<file path="config.mk">
export PLATFORM = sky130hd
export DESIGN_NAME = move_to_front_list
export DESIGN_NICKNAME = d
export VERILOG_FILES = /design/src/design/mtf_pkg.sv /design/src/design/mtf_cell.sv /design/src/design/move_to_front_list.sv
export SDC_FILE = /design/constraint.sdc
export NUM_CORES = 1
export LEC_CHECK = 0
export BUFFER_PORTS_ARGS = -buffer_cell sky130_fd_sc_hd__buf_2
export CAP_MARGIN = 0
export CORE_UTILIZATION = 30
export DETAILED_ROUTE_END_ITERATION = 6
export REMOVE_ABC_BUFFERS = 1
export SETUP_SLACK_MARGIN = 0.1
export SLEW_MARGIN = 20
export SYNTH_ARGS = -nofsm -noshare
export SYNTH_HDL_FRONTEND = slang
export SYNTH_SLANG_ARGS = --single-unit
</file>
<file path="constraint.sdc">
create_clock -name clk -period 5.6 [get_ports clk]
set_input_delay 0.28 -clock clk [delete_from_list [all_inputs] [get_ports clk]]
set_output_delay 0.28 -clock clk [all_outputs]
set_load 0.02 [all_outputs]
</file>
<file path="src/design/mtf_pkg.sv">
// mtf_pkg: constants and shared types for the move-to-front list
// used by mtf_cell and move_to_front_list
`default_nettype none

package mtf_pkg;

    localparam int CAPACITY  = 16;
    localparam int VALUE_W   = 32;
    localparam int COUNT_W   = $clog2(CAPACITY + 1);
    localparam int ENTRY_W   = 5;

    localparam logic REQ_INSERT = 1'b0;
    localparam logic REQ_FIND   = 1'b1;

    // per-cycle command broadcast to every cell
    typedef struct packed {
        logic insert;   // insert item accepted this cycle
        logic find;     // find item accepted this cycle
        logic any_hit;  // some cell in the row matched the key
    } mtf_ctrl_t;

endpackage

`default_nettype wire

</file>
<file path="src/design/mtf_cell.sv">
// mtf_cell: one list position, holds a value and its valid flag
// depends on mtf_pkg; chained by move_to_front_list
`default_nettype none

module mtf_cell
    import mtf_pkg::*;
(
    input  wire logic               clk,
    input  wire logic               rst_n,
    input  wire mtf_ctrl_t          ctrl,
    input  wire logic [VALUE_W-1:0] key,
    input  wire logic [VALUE_W-1:0] prev_value,
    input  wire logic               prev_valid,
    input  wire logic               hit_in,
    output logic [VALUE_W-1:0]      value_q,
    output logic                    valid_q,
    output logic                    hit_out
);

    logic [VALUE_W-1:0] value_reg;
    logic               valid_reg;
    logic               match;
    logic               shift;

    assign match   = valid_reg && (value_reg == key);
    assign hit_out = hit_in | match;

    // on a find, every cell up to and including the first match takes its neighbor's entry
    assign shift = ctrl.insert | (ctrl.find & ctrl.any_hit & ~hit_in);

    always_ff @(posedge clk or negedge rst_n)
    begin
        if (!rst_n)
        begin
            valid_reg <= 1'b0;
        end
        else if (shift)
        begin
            valid_reg <= prev_valid;
        end
    end

    always_ff @(posedge clk)
    begin
        if (shift)
        begin
            value_reg <= prev_value;
        end
    end

    assign value_q = value_reg;
    assign valid_q = valid_reg;

endmodule

`default_nettype wire

</file>
<file path="src/design/move_to_front_list.sv">
// move_to_front_list: top level, a row of mtf_cell positions plus count and result registers
// depends on mtf_pkg and mtf_cell
`default_nettype none

// Move-to-front list of up to 16 signed 32-bit values. An item is taken at any clock edge
// with start high; busy never rises, so one item can follow another in every cycle. The
// result appears on found, dropped and entry_count in the cycle after the item is taken,
// marked by done high for a single cycle, and must be captured then: there is no way
// to stall it. All cells compare the key at once and the first-match priority ripples
// through the row of cells, so the whole search and shift completes as the item is taken.
module move_to_front_list
    import mtf_pkg::*;
(
    input  wire logic               clk,
    input  wire logic               rst_n,
    input  wire logic               start,
    output logic                    busy,
    input  wire logic               req_type,
    input  wire logic signed [31:0] value,
    output logic                    done,
    output logic                    found,
    output logic                    dropped,
    output logic [ENTRY_W-1:0]      entry_count
);

    logic                  accept;
    mtf_ctrl_t             ctrl;
    logic [VALUE_W-1:0]    cell_value [CAPACITY];
    logic                  cell_valid [CAPACITY];
    logic                  cell_hit   [CAPACITY];
    logic                  full;

    logic                  done_reg,    done_next;
    logic                  found_reg,   found_next;
    logic                  dropped_reg, dropped_next;
    logic [COUNT_W-1:0]    count_reg,   count_next;

    assign busy   = 1'b0;
    assign accept = start & ~busy;

    assign ctrl.insert  = accept & (req_type == REQ_INSERT);
    assign ctrl.find    = accept & (req_type == REQ_FIND);
    assign ctrl.any_hit = cell_hit[CAPACITY-1];

    genvar i;
    generate
        for (i = 0; i < CAPACITY; i++)
        begin : g_cell
            if (i == 0)
            begin : g_front
                // front cell loads the key itself, which equals the matched value on a find
                mtf_cell u_cell (
                    .clk        (clk),
                    .rst_n      (rst_n),
                    .ctrl       (ctrl),
                    .key        (value),
                    .prev_value (value),
                    .prev_valid (1'b1),
                    .hit_in     (1'b0),
                    .value_q    (cell_value[i]),
                    .valid_q    (cell_valid[i]),
                    .hit_out    (cell_hit[i])
                );
            end
            else
            begin : g_rest
                mtf_cell u_cell (
                    .clk        (clk),
                    .rst_n      (rst_n),
                    .ctrl       (ctrl),
                    .key        (value),
                    .prev_value (cell_value[i-1]),
                    .prev_valid (cell_valid[i-1]),
                    .hit_in     (cell_hit[i-1]),
                    .value_q    (cell_value[i]),
                    .valid_q    (cell_valid[i]),
                    .hit_out    (cell_hit[i])
                );
            end
        end
    endgenerate

    assign full = (count_reg == COUNT_W'(CAPACITY));

    always_comb
    begin
        done_next    = accept;
        found_next   = ctrl.find & ctrl.any_hit;
        dropped_next = ctrl.insert & full;
        count_next   = count_reg;
        if (ctrl.insert && !full)
        begin
            count_next = count_reg + COUNT_W'(1);
        end
    end

    always_ff @(posedge clk or negedge rst_n)
    begin
        if (!rst_n)
        begin
            done_reg    <= 1'b0;
            found_reg   <= 1'b0;
            dropped_reg <= 1'b0;
            count_reg   <= '0;
        end
        else
        begin
            done_reg    <= done_next;
            found_reg   <= found_next;
            dropped_reg <= dropped_next;
            count_reg   <= count_next;
        end
    end

    assign done        = done_reg;
    assign found       = found_reg;
    assign dropped     = dropped_reg;
    assign entry_count = ENTRY_W'(count_reg);

endmodule

`default_nettype wire
</file>
* Word-level counts from Yosys, hierarchy flattened *
Index checks and enable logic that the tools add are counted.

word-level totals
  register bits = 536
  bits of input ports = 36
  output and inout bits = 9

operators by class
  add/subtract/negate cells = 1
  equality and inequality tests = 17
  bitwise gates (word level) = 66
  reductions and logical operators = 18

operator list
  kind                   number
  $eq A32 B32 Y1         16
  $or A1 B1 Y1           31
  $and A1 B1 Y1          19
  $logic_and A1 B1 Y1    17
  $not A1 Y1             16
  $add A5 B1 Y5 const B  1
  $eq A5 B5 Y1 const B   1
  $logic_not A1 Y1       1

* Logic depth before layout (Yosys ltp) *
  depth after elaboration = 20
  mapped depth = 11

* Modules after synthesis *
From an unflattened synthesis, not the netlist that was laid out.

second synthesis, totals
  cell total of the unflattened synthesis = 1311
  area, all modules = 22208.8 µm²

modules (own cells, without submodules)
  module              times used  cells an instance  area each (µm²)  sequential area each (µm²)
  mtf_cell            16          80                 1363.8           985.9
  move_to_front_list  1           31                 387.9            200.2

* Worst setup path before layout *
No wires, ideal clock.

  kind = input-to-reg
  start = input value[20]
  end = register g_cell[2].g_rest.u_cell.value_reg[0], enable pin
  setup time = 432 ps
  data arrival time = 3836 ps
  data required time = 5168 ps
  slack = 1332 ps
  cell stages on the path = 11
  cell sequence = buf_4 buf_6 xor2_1 nor4_1 nand4_1 or4_1 nand4_4 nor4b_4 buf_6 nand2b_1 a21oi_1

between the ends
  word-level cells in the longest chain between the ends = 20
  elaborated cells on any way between the ends = 51
  those cells by class = eq/ne: 16; bitwise: 19; reduce/logical: 16

RTL lines
  element                            RTL line                  RTL
  from (decl)                        move_to_front_list.sv:19  input wire logic signed [31:0] value,
  $eq A32 B32 Y1                     mtf_cell.sv:25            assign match = valid_reg && (value_reg == key);
  $logic_and A1 B1 Y1                mtf_cell.sv:25
  $or A1 B1 Y1 (15 in series)        mtf_cell.sv:26            assign hit_out = hit_in | match;
  $and A1 B1 Y1                      mtf_cell.sv:29            assign shift = ctrl.insert | (ctrl.find & ctrl.any_hit & ~hit_in);
  $and A1 B1 Y1 (*)                  mtf_cell.sv:29
  $or A1 B1 Y1 (*)                   mtf_cell.sv:29
  net g_cell[2].g_rest.u_cell.shift  mtf_cell.sv:23            logic shift;
  to (signal assigned)               mtf_cell.sv:47            value_reg <= prev_value;
  to (decl)                          mtf_cell.sv:20            logic [VALUE_W-1:0] value_reg;

Mark *: on every way through the listed nets, which the timed path passes. The rest lies on a longest branch.
A chain may end at the register's enable or synchronous reset.

* Worst setup path in the final report *
  start = register g_cell[2].g_rest.u_cell.value_reg[12]
  end = register g_cell[2].g_rest.u_cell.value_reg[26], enable pin

between the ends
  word-level cells in the longest chain between the ends = 19

RTL lines
  element                            RTL line
  $eq A32 B32 Y1                     mtf_cell.sv:25
  $logic_and A1 B1 Y1                mtf_cell.sv:25
  $or A1 B1 Y1 (14 in series)        mtf_cell.sv:26
  $and A1 B1 Y1 (2 in series)        mtf_cell.sv:29
  $or A1 B1 Y1                       mtf_cell.sv:29
  net g_cell[2].g_rest.u_cell.shift  mtf_cell.sv:23

The timed path passes the listed nets, and every way through them passes these cells.

==> impl_metrics.py <==
metrics = {
    "yosys": {
        "synth_edf_count": 512,
        "synth-seq-cells": 536,
        "ys_seq_area_frac": 0.6546,
        "synthDistinctLibCells": 61,
        "avgSynthCellArea_um2": 15.01,
        "synth_async_sr_flop_share": 0.04478,
        "netlist_instances": 1626,
        "yosysWarnings": 0,
        "syn_area_um2": 24400,
        "synthFlopType": "edfxtp_1",
    },
    "drt": {
        "via_per_inst": 5.193,
        "drt_iter0_markers": 1505,
        "drt_first_pass_iters": 5,
        "vias": 14540,
        "avgRoutedWirePerCell_um": 26.93,
        "wirelength_um": 75380,
        "drcViolationCount": 0,
        "ant_nets": 0,
    },
    "final_layout": {
        "multi_input_area_um2": 7816,
        "syn_to_final_growth_pct": 13.11,
        "nNetsFinal": 1730,
        "largest_reg_flops": 480,
        "n_fill_cell": 7738,
        "antennaDiodeCount": 0,
        "final_area_um2": 27610,
        "regArea_um2": 15980,
        "drive_gt1_frac": 0.1156,
    },
    "worst_setup_path": {
        "crit_type": "flip-flop to flip-flop",
        "cp.arrival_ns": 4.11,
        "ff2ff_path_depth": 9,
        "worst_ep_required_time_ns": 5.93,
        "rr_startpoint": "g_cell[2].g_rest.u_cell.value_q[12]",
        "start_kind": "flip-flop",
        "crit_slowest_cell": "nor4b_4",
        "max_stage_delay_ns": 0.95,
        "crit_family": "simple AND/OR/NAND/NOR gates",
        "worst_r2r_endpoint": "g_cell[2].g_rest.u_cell.value_q[26]",
        "cp_cell_sequence": "xnor2_1 > nor4b_1 > nand4_1 > or4_1 > or4b_4 > nor4b_4 > nand2b_1 > a21oi_4 > buf_4",
        "r2r_slack_ns": 1.82,
        "cp-end-kind": "flip-flop",
        "crit_fanout": 32,
        "path_buf_inv": 1,
    },
    "floorplan": {
        "die_h_um": 287.2,
        "row_count": 104,
        "core_um2": 80550,
        "io_pins": 45,
        "start_util": 0.3030,
        "die_area_um2": 82490,
        "dieWidth_um": 287.2,
    },
    "grt": {
        "grt_pass1_vias": 14590,
        "grt_max_degree": 34,
        "grt_pass1_wl_um": 107200,
        "grt.overflow.total": 0,
        "antenna_found_initial": 1,
        "grt_use_total": 0.1816,
    },
    "timing": {
        "relSlewSlack": 0.2811,
        "grt_setup_unrepaired": "no",
        "worst_slew_pin_slew_ns": 1.074,
        "finalSetupViolations": 0,
        "post-route-min-period_ns": 3.784,
        "skew_ns": 0.04355,
        "finalCritPeriodShare": 0.6757,
        "drv_slew": 0,
        "hold_viol": 0,
        "fmax_mhz": 264.3,
        "fin_setup_tns_ns": 0,
    },
    "power_and_ir_drop": {
        "powerDensity_nw_per_um2": 352.0,
        "p_leak_nw": 8.975,
        "vdd_ir_drop_max_mv": 0.2870,
    },
    "clock_tree": {
        "cts_tree": "yes",
        "cts_root_buffer": "clkbuf_16",
        "clock_path_buffers": 3,
        "post_cts_buffers": 0,
        "clock_latency_ns": 0.64,
        "clock-sinks": 536,
        "clk_pin_slew_ns": 0.06,
        "cts_buffers": 56,
        "htreeDepth": 2,
    },
    "min_path": {
        "hp-class": "primary input to flip-flop",
        "hold_end": "g_cell[2].g_rest.u_cell.valid_q",
        "min-delay-start": "req_type",
        "hold_depth": 3,
    },
    "outcome": {
        "status": "finished, final reports clean",
    },
    "placed_design": {
        "dpl-instance-area_um2": 25610,
        "io_buffer_count": 43,
        "place.gp.congestion": 0.9428,
        "dp_hpwl_um": 53830,
    },
    "run": {
        "drv_cap": 0,
    },
}
[worst max-delay path by stage]
stage | startpoint | to | slack, ns | cells after the start
2_1_floorplan | g_cell[9].g_rest.u_cell.value_q[28] | g_cell[2].g_rest.u_cell.value_q[0] | 1.48 | 8
3_3_place_gp | value[29] | g_cell[6].g_rest.u_cell.valid_q | 1.23 | 11
3_5_place_dp | value[4] | g_cell[6].g_rest.u_cell.valid_q | 1.25 | 11
4_1_cts | g_cell[8].g_rest.u_cell.value_q[22] | g_cell[12].g_rest.u_cell.value_q[20] | 1.84 | 8
5_1_grt | g_cell[8].g_rest.u_cell.value_q[11] | g_cell[12].g_rest.u_cell.value_q[20] | 1.66 | 8
6_report | g_cell[2].g_rest.u_cell.value_q[12] | g_cell[2].g_rest.u_cell.value_q[26] | 1.82 | 9
[worst register-to-register path: cells and delay by family (launching register included)]
family                 cells  cell delay (ns)
XOR/XNOR                   1             0.24
AND/OR/NAND/NOR            6             2.41
buffers and inverters      1             0.31
AO/OA/AOI/OAI              1             0.06
flip-flops                 1             0.43
[synth_stat cells, drive strengths merged (6+ instances only)]
cell type	count	share of area
nand2	43	0.0066
or4	12	0.0042
nand3	30	0.0062
nor2	19	0.0029
nand4	71	0.019
nor3	41	0.0089
xnor2	131	0.047
mux2	9	0.0042
buf	67	0.026
nand4b	21	0.0075
edfxtp	512	0.63
xor2	386	0.14
or3b	7	0.0025
nor4	169	0.044
nor4b	8	0.0035
dfrtp	24	0.025
a21oi	6	0.0012
inv	10	0.0015
[final cells by class]
class,count,share of cell area
multi-input cells,1010,0.2831
clock buffers,64,0.05339
well taps,1060,0.04804
repair buffers,78,0.01822
inverters,10,0.001360
flip-flops and latches,536,0.5787
clock inverters,41,0.01713
[per-layer routing]
metal,track usage,wire length (um),vias to the layer above
li1,-,-,6290
met1,0.2521,33100,7406
met2,0.2824,34320,673
met3,0.03278,5041,166
met4,0.06689,2925,0
met5,0,0,-
[logic make-up after synthesis]
logic type      count (synthesis)  share of synthesized area
flops                         536                     0.6546
xor+xnor                      517                     0.1855
simple gates                  445                     0.1133
buf+inv                        80                    0.02835
compound gates                 36                    0.01287
mux                             9                   0.004153
fa+ha+maj                       2                   0.001025
other cells                     1                  0.0001537
[cells in the final DEF (no fill, tap or decap), types with 4 or more instances in the layout]
| master | instances |
|---|---|
| bufinv_16 | 10 |
| buf_2 | 43 |
| clkinv_2 | 15 |
| clkinv_1 | 9 |
| nor2_1 | 16 |
| dfrtp_1 | 24 |
| nand4b_1 | 21 |
| o31ai_4 | 4 |
| inv_1 | 10 |
| or3_1 | 4 |
| xor2_1 | 386 |
| xnor2_1 | 131 |
| nor3_1 | 40 |
| nand2_1 | 43 |
| or4_1 | 9 |
| and2_1 | 4 |
| nand4_1 | 70 |
| nor4b_1 | 7 |
| nor4_1 | 166 |
| edfxtp_1 | 512 |
| or3b_2 | 7 |
| nand3_1 | 30 |
| buf_4 | 32 |
| o211ai_1 | 5 |
| clkinvlp_4 | 4 |
| a21oi_4 | 4 |
| mux2_1 | 9 |
| clkbuf_1 | 6 |
| clkbuf_16 | 58 |
[power by group]
group	total, W	leakage (nW)	switching, W	internal, W
Clock	0.00399	0.952	0.00164	0.00235
Sequential	0.00484	5.09	0.000219	0.00462
Combinational	0.000894	2.93	0.000607	0.000287
[stage by stage]
step / std cells / utilization / hold slack, ns / power (W) / worst slack [ns]
after global placement: 2691 / 0.3180 / 0.3239 / 0.005787 / 1.234
after floorplan: 1556 / - / -0.01559 / 0.005316 / 1.484
after global routing: 2799 / 0.3427 / 0.1457 / 0.01000 / 1.656
after CTS: 2798 / 0.3424 / 0.1068 / 0.009758 / 1.844
final: 2799 / 0.3427 / 0.1463 / 0.009717 / 1.816
after detailed placement: 2691 / 0.3180 / 0.3296 / 0.005796 / 1.246
[timing repair]
item                      in CTS  in global routing
resized for setup              0                  0
hold buffers                   2                  0
hold endpoints to repair      25                  0
(Power assumes the default switching activity.)
